$ cat src/rtl/sllcp_pkg.sv
`timescale 1ns / 1ps
package sllcp_pkg;
    localparam int NumWeights = 4096;
    localparam int AddrW = $clog2(NumWeights);
    localparam int SumW = 48;
    localparam int ScoreMax = 16383;
    localparam int ScoreMin = -16384;
    localparam logic [SumW-1:0] SumMax = {SumW{1'b1}};

    typedef enum logic [2:0] {
        t_idle = 3'd0,
        t_read = 3'd1,
        t_exp  = 3'd2,
        t_div  = 3'd3,
        t_out  = 3'd4
    } t_state;

    function automatic logic [17:0] pow2_tab(input logic [4:0] i);
        logic [17:0] v;
        unique case (i)
            5'd0: v = 18'd65536;
            5'd1: v = 18'd68438;
            5'd2: v = 18'd71467;
            5'd3: v = 18'd74632;
            5'd4: v = 18'd77936;
            5'd5: v = 18'd81386;
            5'd6: v = 18'd84990;
            5'd7: v = 18'd88752;
            5'd8: v = 18'd92682;
            5'd9: v = 18'd96785;
            5'd10: v = 18'd101070;
            5'd11: v = 18'd105545;
            5'd12: v = 18'd110218;
            5'd13: v = 18'd115098;
            5'd14: v = 18'd120194;
            5'd15: v = 18'd125515;
            default: v = 18'd131072;
        endcase
        return v;
    endfunction
endpackage

$ cat src/rtl/sllcp_exp.sv
`timescale 1ns / 1ps
// Two-stage exponential: log2 scaling, then table interpolation and shift.
module sllcp_exp (
    input  logic               i_clk,
    input  logic signed [15:0] i_score,
    output logic [39:0]        o_exp
);
    import sllcp_pkg::*;
    logic signed [33:0] r_p;
    logic [33:0] u;
    logic signed [7:0] k;
    logic [3:0] idx;
    logic [15:0] frac;
    logic [17:0] lo, hi;
    logic [33:0] prod;
    logic [17:0] m;
    logic [5:0] n;
    logic [57:0] wide;
    always_ff @(posedge i_clk) begin
        r_p <= 34'(i_score) * 34'sd94548;
    end
    always_comb begin
        u = r_p + (34'sd32 <<< 26);
        k = 8'($signed({2'b00, u[31:26]})) - 8'sd32;
        idx = u[25:22];
        frac = u[21:6];
        lo = pow2_tab({1'b0, idx});
        hi = pow2_tab({1'b0, idx} + 5'd1);
        prod = 34'(hi - lo) * 34'(frac) + 34'd32768;
        m = lo + 18'(prod >> 16);
        n = 6'(-k);
        if (k >= 0) begin
            wide = 58'(m) << k[4:0];
        end else begin
            wide = (58'(m) + (58'd1 << (n - 6'd1))) >> n;
        end
        o_exp = wide[39:0];
    end
endmodule

$ cat config.mk
export PLATFORM = sky130hd
export DESIGN_NAME = sllcp_exp
export DESIGN_NICKNAME = d
export VERILOG_FILES = /design/src/rtl/sllcp_pkg.sv /design/src/rtl/sllcp_exp.sv
export SDC_FILE = /design/constraint.sdc
export NUM_CORES = 1
export LEC_CHECK = 0
export ABC_AREA = 1
export BUFFER_PORTS_ARGS = -buffer_cell sky130_fd_sc_hd__clkbuf_2
export CELL_PAD_IN_SITES_DETAIL_PLACEMENT = 0
export CELL_PAD_IN_SITES_GLOBAL_PLACEMENT = 2
export CORE_MARGIN = 2
export CORE_UTILIZATION = 32
export CTS_CLUSTER_DIAMETER = 60
export DETAILED_ROUTE_END_ITERATION = 10
export PLACE_DENSITY = 0.73
export SLEW_MARGIN = 40
export SYNTH_ARGS = -nofsm -noshare
export SYNTH_HDL_FRONTEND = slang
export SYNTH_SLANG_ARGS = --single-unit
$ cat constraint.sdc
create_clock -name i_clk -period 16.15 [get_ports i_clk]
set_input_delay 1.615 -clock i_clk [delete_from_list [all_inputs] [get_ports i_clk]]
set_output_delay 1.615 -clock i_clk [all_outputs]
set_load 0.03 [all_outputs]
==> metrics.csv <==
stage;metric;value;unit
cells_and_area;top flop regs;r_p: 26 flops;
synthesis;top-area cell type share of the netlist area;31.9;%
synthesis;FF+latch count, synth;26;
synthesis;Synth Flop Type;dfxtp_1;
sta;Final period util;92.3;%
synthesis;Net Count, Synth;4063;
cells_and_area;design area;0.0254;mm^2
global_routing;largest net degree at the start of global routing;58;
hold_path;Hold EP;r_p[6];
job;max-cap viol count;0;
worst_setup_path;Worst Setup End Kind;primary output;
clock_tree;root buf cell;clkbuf_16;
status;status;complete, no violations;
die;DIE AREA;0.0770;mm^2
global_routing;vias in the first global route;21700;
worst_setup_path;most used cell, CP;inv_1;
detailed_routing;DR vias/cell;4.85;
clock_tree;Clock Sink Count;26;
die;starting density of the core;32.2;%
clock_tree;post-CTS setup buffers;0;
clock_tree;CTS tree;done;
hold_path;WHS Path Cells;4;
placement;Post-DP Area;0.0253;mm^2
worst_setup_path;Slowest-stage cell, CP;fa_1;
detailed_routing;post-route DRC violation count;0;
die;Core Footprint;0.0742;mm^2
global_routing;gr usage total;20.5;%
detailed_routing;routed via count;21100;
synthesis;EDFF count, synth;0;
die;die width;277;um
die;# rows;100;
synthesis;Mapped Area;0.0239;mm^2
worst_setup_path;WP data arrival;13.29;ns
cells_and_area;ratio of cells with drive above 1 in the final layout;6.20;%
sta;min cycle time layout;14.90;ns
synthesis;Post-Synthesis Cells;3394;
clock_tree;CTS buffer count;3;
synthesis;cell taking the most area after synthesis;fa_1;
detailed_routing;WL final;77400;um
sta;max-slew violation count;0;
cells_and_area;area occupied by registers;527;um^2
cells_and_area;Largest register FFs;26;
hold_path;Hold WC Path Type;input port to flip-flop;
cells_and_area;Largest Register;r_p;
die;Top Ports;57;
global_routing;first-pass GRT wire length;125000;um
synthesis;dominant cells by area after synthesis;fa_1 (32%), ha_1 (14%), inv_1 (12%);
synthesis;Seq/Total Area, Yosys;2.18;%
placement;DPL Wire Length;66200;um
worst_setup_path;Worst setup SP type;flip-flop;
synthesis;Synth async-reset ratio;0;%
placement;global placer's final weighted congestion;0.887;
worst_setup_path;Crit path largest cell delay;0.54;ns
detailed_routing;drt first pass iters;5;
cells_and_area;Antenna diodes;0;
clock_tree;Reg clk slew, reported paths;0.08;ns
sta;slew margin rel.;42.3;%
cells_and_area;Layout Utilization;34.2;%
placement;DP Worst Slack;0.224;ns
worst_setup_path;worst setup path category;flip-flop to primary output;
detailed_routing;Routed WL per cell;17.8;um
sta;Worst Setup Slack, final;1.25;ns
synthesis;yosys warns;0;
worst_setup_path;Worst Path Max Fanout;11;
cells_and_area;filler instances;8267;
detailed_routing;ANT nets after route;0;
placement;# port buffers;56;
sta;WHS;2.05;ns
sta;Max Clk Rate;67.1;MHz
die;Die Y;277;um
global_routing;GRT overflow;0;
detailed_routing;Initial DRC Count;1423;
sta;setup violators final;0;
clock_tree;worst-case clock buffer depth;2;
sta;Final Hold Vio Count;0;
worst_setup_path;Req. time, crit path;14.53;ns
cells_and_area;nets;4058;
sta;Slew @ Worst Pin;0.855;ns
hold_path;hold_sp;i_score[1];
cells_and_area;area of the multi-input gates;0.0200;mm^2
synthesis;Synth Area per Inst;7.05;um^2
cells_and_area;Layout area overhead;6.22;%
synthesis;Distinct cells, synth;62;
clock_tree;htree depth;1;
global_routing;initial antenna violation count;1;
-- area by class of cell --
class | instances | area share [%]
Tap cell | 969 | 4.77
Clock inverter | 1 | 0.118
Sequential cell | 26 | 2.07
Multi-Input combinational cell | 2474 | 78.6
Inverter | 780 | 11.6
Timing Repair Buffer | 104 | 2.52
Clock buffer | 3 | 0.295
-- cells in the final DEF (no fill, tap or decap), types with 19 or more instances in the layout --
cell / instances
nand3_2: 19
dfxtp_1: 23
nand4_1: 30
nor3_1: 28
o211ai_1: 23
clkbuf_2: 56
or2_2: 25
buf_4: 48
ha_1: 270
nor2_1: 300
xor2_1: 69
o21ai_0: 164
nand3_1: 179
a21oi_1: 120
fa_1: 381
o21ai_1: 24
nand2_1: 668
xnor2_1: 36
inv_1: 751
-- cell usage after synthesis (28+ instances only) --
cell	n
nand3_1	179
o21ai_0	169
xor2_1	69
ha_1	271
inv_1	751
a21oi_1	122
nor2_1	301
nand2_1	669
nand4_1	30
xnor2_1	36
nor3_1	28
buf_2	29
fa_1	381
clkbuf_1	64
-- metal layers --
metal  global-route usage (%)  vias up  share of wire [%]
met4                     2.61        2                1.2
met3                    0.851       46                3.6
met1                     30.8    10300                 50
li1                         -    10400                  -
met2                     33.4      422                 45
met5                        0        -              0.015
-- worst max-delay path, delay by kind of cell, from the launching register on --
family	cells	cell delay, ns
DFF	1	0.40
AOI/OAI and AO/OA	18	2.82
and+or+nand+nor	22	3.00
buffers and inverters	11	1.45
xor gates and xnor gates	2	0.42
adders and majority gates	12	4.87
-- metrics by stage --
| step | instances | setup TNS (ns) |
|---|---|---|
| finish | 4357 | 0 |
| global route | 4357 | -0.0165 |
| CTS | 4357 | 0 |
| detailed placement | 4353 | 0 |
| global placement | 4353 | 0 |
| floorplan | 3394 | 0 |
-- how the worst max path moves through the flow --
stage / start / to / cells past startpoint
6_report: r_p[22] / o_exp[15] / 65
5_1_grt: r_p[22] / o_exp[16] / 72
3_5_place_dp: r_p[22] / o_exp[15] / 65
4_1_cts: r_p[22] / o_exp[15] / 65
3_3_place_gp: r_p[22] / o_exp[15] / 64
2_1_floorplan: r_p[22] / o_exp[5] / 70
-- cell families (layout without fill, tap and decap cells) --
family | after synthesis | after routing | share of synthesized area, %
multiplexers | 9 | 9 | 0.377
buffers and inverters | 894 | 888 | 14.5
adder cells (fa/ha/maj) | 652 | 652 | 46.1
AND/OR/NAND/NOR | 1293 | 1293 | 23.4
AO/OA/AOI/OAI | 414 | 414 | 9.65
flip-flops | 26 | 26 | 2.18
XOR/XNOR | 106 | 106 | 3.91
-- repair_timing --
item                                    in CTS  in global routing
resized for setup                            1                 19
hold buffers                                 0                  0
endpoints found under the setup margin      19                 36
Power is not shown: default switching activity piles up to over one toggle a cycle in this logic, so the estimate is an artifact.
