===== config.mk =====
export PLATFORM = sky130hd
export DESIGN_NAME = sllcp_div
export DESIGN_NICKNAME = d
export VERILOG_FILES = /design/src/rtl/sllcp_pkg.sv /design/src/rtl/sllcp_div.sv
export SDC_FILE = /design/constraint.sdc
export NUM_CORES = 1
export LEC_CHECK = 0
export BUFFER_PORTS_ARGS = -buffer_cell sky130_fd_sc_hd__buf_2
export CORE_ASPECT_RATIO = 1.75
export CORE_MARGIN = 10
export CORE_UTILIZATION = 61
export CTS_CLUSTER_DIAMETER = 120
export DETAILED_ROUTE_END_ITERATION = 12
export GPL_TIMING_DRIVEN = 0
export PLACE_DENSITY = 0.8
export SYNTH_ARGS = -nofsm -noshare
export SYNTH_HDL_FRONTEND = slang
export SYNTH_SLANG_ARGS = --single-unit

===== constraint.sdc =====
create_clock -name i_clk -period 7.2 [get_ports i_clk]
set_input_delay 1.44 -clock i_clk [delete_from_list [all_inputs] [get_ports i_clk]]
set_output_delay 1.44 -clock i_clk [all_outputs]
set_load 0.01 [all_outputs]

===== src/rtl/sllcp_pkg.sv =====
`timescale 1ns / 1ps
package sllcp_pkg;
    localparam int NumWeights = 4096;
    localparam int AddrW = $clog2(NumWeights);
    localparam int SumW = 48;
    localparam int ScoreMax = 16383;
    localparam int ScoreMin = -16384;
    localparam logic [SumW-1:0] SumMax = {SumW{1'b1}};

    typedef enum logic [2:0] {
        t_idle = 3'd0,
        t_read = 3'd1,
        t_exp  = 3'd2,
        t_div  = 3'd3,
        t_out  = 3'd4
    } t_state;

    function automatic logic [17:0] pow2_tab(input logic [4:0] i);
        logic [17:0] v;
        unique case (i)
            5'd0: v = 18'd65536;
            5'd1: v = 18'd68438;
            5'd2: v = 18'd71467;
            5'd3: v = 18'd74632;
            5'd4: v = 18'd77936;
            5'd5: v = 18'd81386;
            5'd6: v = 18'd84990;
            5'd7: v = 18'd88752;
            5'd8: v = 18'd92682;
            5'd9: v = 18'd96785;
            5'd10: v = 18'd101070;
            5'd11: v = 18'd105545;
            5'd12: v = 18'd110218;
            5'd13: v = 18'd115098;
            5'd14: v = 18'd120194;
            5'd15: v = 18'd125515;
            default: v = 18'd131072;
        endcase
        return v;
    endfunction
endpackage


===== src/rtl/sllcp_div.sv =====
`timescale 1ns / 1ps
// Restoring divider, one quotient bit a cycle, with round-to-nearest.
// o_done stays high from the end of a division until the next start.
module sllcp_div (
    input  logic                       i_clk,
    input  logic                       i_rst_n,
    input  logic                       i_start,
    input  logic [sllcp_pkg::SumW-1:0] i_num,
    input  logic [sllcp_pkg::SumW-1:0] i_den,
    output logic                       o_done,
    output logic [16:0]                o_q
);
    import sllcp_pkg::*;
    localparam int NW = SumW + 16;
    logic [NW-1:0] r_n, n_n;
    logic [SumW:0] r_r, n_r;
    logic [SumW-1:0] r_d;
    logic [6:0] r_cnt, n_cnt;
    logic r_busy, n_busy, r_done, n_done;
    logic [NW-1:0] r_q, n_q;
    logic [SumW+1:0] sh;
    logic [NW:0] qr;
    always_comb begin
        n_n = r_n; n_r = r_r; n_cnt = r_cnt; n_busy = r_busy; n_done = r_done; n_q = r_q;
        sh = {r_r, r_n[NW-1]};
        if (i_start) begin
            n_n = {i_num, 16'd0}; n_r = '0; n_cnt = 7'(NW); n_busy = 1'b1; n_q = '0;
            n_done = 1'b0;
        end else if (r_busy) begin
            n_n = r_n << 1;
            if (sh >= {2'b00, r_d}) begin
                n_r = (SumW+1)'(sh - {2'b00, r_d});
                n_q = {r_q[NW-2:0], 1'b1};
            end else begin
                n_r = sh[SumW:0];
                n_q = {r_q[NW-2:0], 1'b0};
            end
            n_cnt = r_cnt - 7'd1;
            if (r_cnt == 7'd1) begin
                n_busy = 1'b0; n_done = 1'b1;
            end
        end
    end
    always_ff @(posedge i_clk) begin
        if (!i_rst_n) begin
            r_busy <= 1'b0; r_done <= 1'b0; r_cnt <= '0;
        end else begin
            r_busy <= n_busy; r_done <= n_done; r_cnt <= n_cnt;
        end
        r_n <= n_n; r_r <= n_r; r_q <= n_q;
        if (i_start) r_d <= i_den;
    end
    always_comb begin
        qr = {1'b0, r_q} + (({r_r, 1'b0} >= {2'b00, r_d}) ? (NW+1)'(1) : '0);
        o_q = (qr > (NW+1)'(65536)) ? 17'd65536 : qr[16:0];
        o_done = r_done;
    end
endmodule

==> results of run 1 <==
[cells in the final DEF (no fill, tap or decap), drive strengths merged, types with 11 or more instances in the layout]
cell type / instances
a211oi: 12
a21o: 23
a21oi: 79
a311oi: 33
and2: 16
and3: 25
buf: 146
clkbuf: 88
dfxtp: 122
edfxtp: 96
ha: 52
inv: 76
mux2: 50
mux2i: 72
nand2: 137
nand3: 48
nand4: 42
nor2: 179
nor3: 28
nor4: 17
o21a: 12
o21ai: 52
o21bai: 11
xnor2: 43
xor2: 34
[power groups by stage]
| stage | sequential [mW] | combinational [mW] | clock [mW] |
|---|---|---|---|
| 6_report | 1.43 | 0.772 | 1.14 |
| 5_1_grt | 1.44 | 0.841 | 1.21 |
| 4_1_cts | 1.43 | 0.749 | 1.16 |
| 3_5_place_dp | 1.45 | 0.740 | 0 |
| 3_3_place_gp | 1.45 | 0.724 | 0 |
| 2_1_floorplan | 1.44 | 0.533 | 0 |
[tightest hold or removal path: stages (launching register included)]
cell	delay, ns
sky130_fd_sc_hd__dfxtp_1	0.31
sky130_fd_sc_hd__inv_1	0.05
sky130_fd_sc_hd__a21oi_1	0.05
[sequential cells by signal, summed over array words and instances (netlist names)]
name    count
r_n        48
r_q        64
r_busy      1
o_done      1
r_d        48
r_r        49
r_cnt       7
[final timing paths]
path / startpoint / end / slack [ns] / depth (start not counted)
setup / recovery: r_d[37] / o_q[0] / 0.22 / 20
hold / removal: o_done / o_done / 0.45 / 2
setup reg to reg: r_d[1] / r_r[45] / 3.06 / 11
hold reg to reg: o_done / o_done / 0.45 / 2
[area by class of cell]
type	count	area, sq um	area share [%]
diodes	5	12.5	0.0834
plain buffers	80	338	2.25
clock buffers	36	686	4.57
clock inverters	4	35.0	0.233
inverters	75	282	1.88
multi-input cells	1093	7370	49.1
flip-flops and latches	218	5330	35.5
well taps	292	365	2.43
repair buffers	118	596	3.97
[what timing repair did]
item / in CTS / in global routing
buffers inserted: 0 / 2
resized for setup: 10 / 13
hold endpoints to repair: 0 / 0
pin swaps: 0 / 2
endpoints found under the setup margin: 17 / 16
[layer usage]
metal  up-vias  share of wire [%]
met3       162                3.9
met4         2                5.8
li1       5622                  -
met5         -              0.030
met2       376                 55
met1      5566                 35
[kinds of logic after synthesis]
logic type               share of synthesized area, %
flip-flops                                       40.2
adder cells (fa/ha/maj)                          5.06
AND/OR/NAND/NOR                                  20.0
multiplexers                                     9.68
buffers and inverters                            4.95
AO/OA/AOI/OAI                                    15.1
XOR/XNOR                                         5.09
==> run summary, run 1 <==
depth of the CTS H-tree - 1
Pwr Density - 223 mW/mm^2
Pins Over Slew Limit - 0
count of flip-flops with a built-in enable after synthesis - 96
filler-free cell count of the finished design - 1921
detailed-route vias per instance - 6.11
achievable frequency - 0.143 GHz
wire length of the first global-routing pass - 58100 um
net load switching power - 1.01 mW
synth warn - 0
worst rel slew slack - 20.9%
shortest clock period the worst path allows after layout - 6.98 ns
nature of the critical path startpoint - flop
DRT Pass-1 Iters - 5
number of placed I/O pins - 117
minimum hold slack - 0.454 ns
share of power burned in combinational logic - 23.1%
Fill cells - 1759
run status - finished clean
Most common cell on crit path - sky130_fd_sc_hd__nand4_1
Clock Skews - 0.0207 ns
Arr. time, crit path - 5.54 ns
DRC viols - 0
row count - 71
GP Congestion - 0.957
core area - 0.0215 sq mm
Buffers & Inverters on Critical Path - 3
routing usage on met3 - 3.60%
summed negative setup slack over all endpoints - 0 ns
flip-flop and latch count after synthesis - 218
grt met2 use - 48.1%
maximum vdd ir drop - 0.185 mV
fraction of the core area covered by cells at the end of the flow - 69.8%
total power draw - 3.34 mW
clock latency at the later pin of the worst-skew pair - 0.53 ns
most frequent cells after synthesis - sky130_fd_sc_hd__nor2_1 (169), sky130_fd_sc_hd__nand2_1 (137), sky130_fd_sc_hd__dfxtp_1 (122)
cell area after technology mapping - 0.0133 sq mm
list of cells traversed by the critical path - inv_1 -> ha_1 -> a21oi_2 -> o21ai_0 -> a22oi_1 -> nand2_1 -> a211oi_4 -> o21ai_2 -> ha_2 -> and2_1 -> nand4_1 -> nor2_1 -> a211o_1 -> a2111oi_1 -> nand4_1 -> nor4_2 -> o211ai_2 -> buf_6 -> nor2_2 -> buf_2
instance area after placement - 0.0142 sq mm
largest net degree at the start of global routing - 50
Routed Wire Length - 36600 um
Clock Power Share - 34.1%
post-synthesis async set-or-reset flop share - 0%
clock-pin slew on the worst setup and hold paths - 0.06 ns
switching fraction of total power - 30.3%
kind of cell adding the most delay to the critical path - compound AO/OA/AOI/OAI gates
Most Used Layer, Global Route - met2
share of Yosys cell area claimed by the top area cell type - 21.7%
number of unique standard cell types used by synthesis - 74
die area - 0.0283 sq mm
all-layer global routing usage - 24.7%
die height - 215 um
share of layout cells above drive strength 1 - 16.1%
largest stage delay on the critical path - 0.53 ns
placed cells - 1884
maximum fanout count along the critical path - 10
Crit. End Element - primary output
final hold violation count - 0
internal power summed over all cells - 2.33 mW
most frequently used cell type in the post-synthesis netlist - sky130_fd_sc_hd__nor2_1
final period utilization - 97.0%
cell taking the most area after synthesis - sky130_fd_sc_hd__edfxtp_1
hold buffers post-CTS - 0
critical path required time - 5.76 ns
number of buffers created by CTS - 22
Setup Viol. Count Final - 0
transition at the pin with the smallest max-transition slack - 1.19 ns
CP max stage cell - sky130_fd_sc_hd__a2111oi_1
via count of the first global-routing pass - 11.8k
placed wire-length estimate after detailed placement - 27600 um
post-route design area - 0.0150 sq mm
share of synthesized area occupied by flip-flops and latches - 40.2%
CTS tree - yes
number of nets in the synthesized netlist - 1628
register share of total power - 42.8%
wire length per cell after detailed routing - 19.1 um
initial detailed-routing violation count - 710
maxcap violations - 0
number of nets still failing antenna checks after routing - 0
die extent in x - 131 um
category of the most critical setup path - flop to primary output
type of the tightest min-delay check - flop to flop
leakage power figure - 6.06 nW
Net count, final - 1760
via count of the routed design - 11.7k
initial core utilization - 61.7%
Longest Clk Path Bufs - 3
global routing usage on met1 - 23.1%
antenna violations before repair - 6
post-synthesis area per instance - 8.98 sq um
number of input and output port buffers inserted - 116
total congestion overflow after global routing - 0
clk root buf - sky130_fd_sc_hd__clkbuf_16
placement-stage worst setup slack - 0.0464 ns
layout-stage area growth over the synthesis result - 13.2%
commonest register cell after synthesis - sky130_fd_sc_hd__dfxtp_1
biggest area contributors in the synthesized netlist - sky130_fd_sc_hd__edfxtp_1 (22%), sky130_fd_sc_hd__dfxtp_1 (18%), sky130_fd_sc_hd__mux2i_1 (5.4%)
synthesized instance count - 1476
count of clock tree sinks - 218
least setup slack across all paths after layout - 0.216 ns
Power figures use the tool's default switching activity.
==> inputs of run 2 (changes only) <==
--- a/config.mk
+++ b/config.mk
@@ -6,7 +6,7 @@
 export NUM_CORES = 1
 export LEC_CHECK = 0
 export BUFFER_PORTS_ARGS = -buffer_cell sky130_fd_sc_hd__buf_2
-export CORE_ASPECT_RATIO = 1.75
+export CORE_ASPECT_RATIO = 0.6
 export CORE_MARGIN = 10
 export CORE_UTILIZATION = 61
 export CTS_CLUSTER_DIAMETER = 120
==> run 2 against run 1 <==
  * Worst hold slack improved by 0.030 ns
  * Clock power decreased by 9.6%
  * Total power down 2.8%
  * Combinational power is 1% higher
  * Sequential cell count did not move
  * Core utilization rose by 0.71 points
  * Largest cell class unchanged
  * Highest routed layer is now met4
==> run summary, run 2 (same netlist as run 1, synthesis figures left out) <==
run status - finished clean
number of placed I/O pins - 117
most frequent cells in the layout - sky130_fd_sc_hd__nor2_1 (167), sky130_fd_sc_hd__nand2_1 (137), sky130_fd_sc_hd__buf_2 (134)
GP Congestion - 0.985
summed negative setup slack over all endpoints - 0 ns
worst rel slew slack - 18.0%
category of the most critical setup path - flop to primary output
share of layout cells above drive strength 1 - 16.2%
internal reg-to-reg setup slack - 2.68 ns
number of nets still failing antenna checks after routing - 0
antenna violations before repair - 0
total congestion overflow after global routing - 0
WHS Endpoint - o_done
maximum vdd ir drop - 0.184 mV
row count - 41
via count of the routed design - 11.9k
leakage power figure - 6.04 nW
switching fraction of total power - 31.1%
total power draw - 3.25 mW
initial detailed-routing violation count - 1431
register share of total power - 44.1%
internal power summed over all cells - 2.24 mW
source of the worst register-to-register timing path - r_d[1]
via count of the first global-routing pass - 10.9k
fraction of the core area covered by cells at the end of the flow - 70.5%
initial core utilization - 62.6%
Clock Skews - 0.0207 ns
ANT cells - 0
Largest Register - r_q
number of input and output port buffers inserted - 116
placed cells - 1872
depth of the CTS H-tree - 1
clock latency at the later pin of the worst-skew pair - 0.52 ns
shortest clock period the worst path allows after layout - 7.00 ns
nature of the critical path startpoint - flop
Hold Path Cell Cnt - 2
Crit. End Element - primary output
die height - 134 um
minimum hold slack - 0.484 ns
flip-flop count of the largest register after layout - 64
maxcap violations - 0
wire length per cell after detailed routing - 19.2 um
type of the tightest min-delay check - flop to flop
Routed Wire Length - 36600 um
core area - 0.0212 sq mm
Arr. time, crit path - 5.56 ns
startpoint of the most critical hold path - o_done
commonest non-fill, non-tap cell in the layout - sky130_fd_sc_hd__nor2_1
Longest Clk Path Bufs - 3
final hold violation count - 0
post-route design area - 0.0149 sq mm
hold buffers post-CTS - 0
list of cells traversed by the critical path - ha_1 -> a21oi_1 -> o21ai_0 -> a22oi_1 -> nand2_1 -> a211oi_4 -> o21ai_1 -> ha_2 -> and2_1 -> nand4_1 -> nor2_1 -> a211o_1 -> a2111oi_1 -> nand4_1 -> nor4_4 -> o211ai_4 -> buf_6 -> nor2_2 -> buf_2
share of power burned in combinational logic - 24.1%
clk root buf - sky130_fd_sc_hd__clkbuf_16
Setup Viol. Count Final - 0
clock-pin slew on the worst setup and hold paths - 0.07 ns
achievable frequency - 0.143 GHz
maximum fanout count along the critical path - 10
placement-stage worst setup slack - -0.0233 ns
largest net degree at the start of global routing - 50
Pwr Density - 217 mW/mm^2
Clock Power Share - 31.8%
all-layer global routing usage - 24.8%
Net count, final - 1762
largest stage delay on the critical path - 0.45 ns
top flop regs - r_q: 64 flops, r_r: 49 flops
DRT Pass-1 Iters - 7
transition at the pin with the smallest max-transition slack - 1.23 ns
die extent in x - 210 um
DRC viols - 0
CTS tree - yes
Pins Over Slew Limit - 0
layout-stage area growth over the synthesis result - 12.7%
net load switching power - 1.01 mW
count of clock tree sinks - 218
instance area after placement - 0.0142 sq mm
CP max stage cell - sky130_fd_sc_hd__dfxtp_1
die area - 0.0282 sq mm
Worst Reg2Reg Path Length in Cells - 11
detailed-route vias per instance - 6.24
final period utilization - 97.2%
destination of the worst register-to-register timing path - r_r[45]
wire length of the first global-routing pass - 57800 um
placed wire-length estimate after detailed placement - 27600 um
least setup slack across all paths after layout - 0.201 ns
critical path required time - 5.76 ns
number of buffers created by CTS - 21
filler-free cell count of the finished design - 1904
Most common cell on crit path - sky130_fd_sc_hd__nand4_1
## run 2: worst max path at each step
stage          startpoint      end  slack (ns)  depth (start not counted)
3_5_place_dp      r_d[20]  o_q[11]       -0.02                         21
4_1_cts           r_d[30]  o_q[11]        0.03                         19
2_1_floorplan     r_d[20]  o_q[10]        1.43                         21
3_3_place_gp      r_d[12]  o_q[11]        0.07                         19
5_1_grt           r_d[44]  o_q[11]       -0.04                         23
6_report          r_r[36]  o_q[11]        0.20                         19
## run 2: critical path: cells and delay by family (launching register included)
kind | cells | cell delay [ns]
adders and majority gates | 2 | 0.64
buffers and inverters | 2 | 0.37
AOI/OAI and AO/OA | 8 | 2.17
DFF | 1 | 0.45
and+or+nand+nor | 7 | 1.41
## run 2: per-layer routing
layer / wire length [um] / global-route usage, %
met2: 14000 / 33.6
met1: 17200 / 37.6
met4: 525 / 4.29
met5: 0 / 0
met3: 4810 / 7.86
## run 2: cell type report
type,instances,area (sq um)
buffer,78,330
clock buffer,29,576
clock inverter,9,52.6
fill,1680,6250
inverter,75,282
multi-input combinational,1093,7380
sequential,218,5330
tap,279,349
timing repair buffer,123,646
## run 2: timing repair
action / CTS / global route
setup buffers: 0 / 6
hold endpoints to repair: 0 / 0
setup endpoints to repair: 17 / 17
gates resized for setup: 8 / 17
pin swaps: 0 / 5
## run 2: power by group through the flow
| stage | sequential, mW | combinational (mW) | clock, mW |
|---|---|---|---|
| after global routing | 1.44 | 0.851 | 1.11 |
| after CTS | 1.43 | 0.749 | 1.05 |
| after detailed placement | 1.46 | 0.742 | 0 |
| final | 1.43 | 0.783 | 1.03 |
| after floorplan | 1.44 | 0.533 | 0 |
| after global placement | 1.45 | 0.719 | 0 |
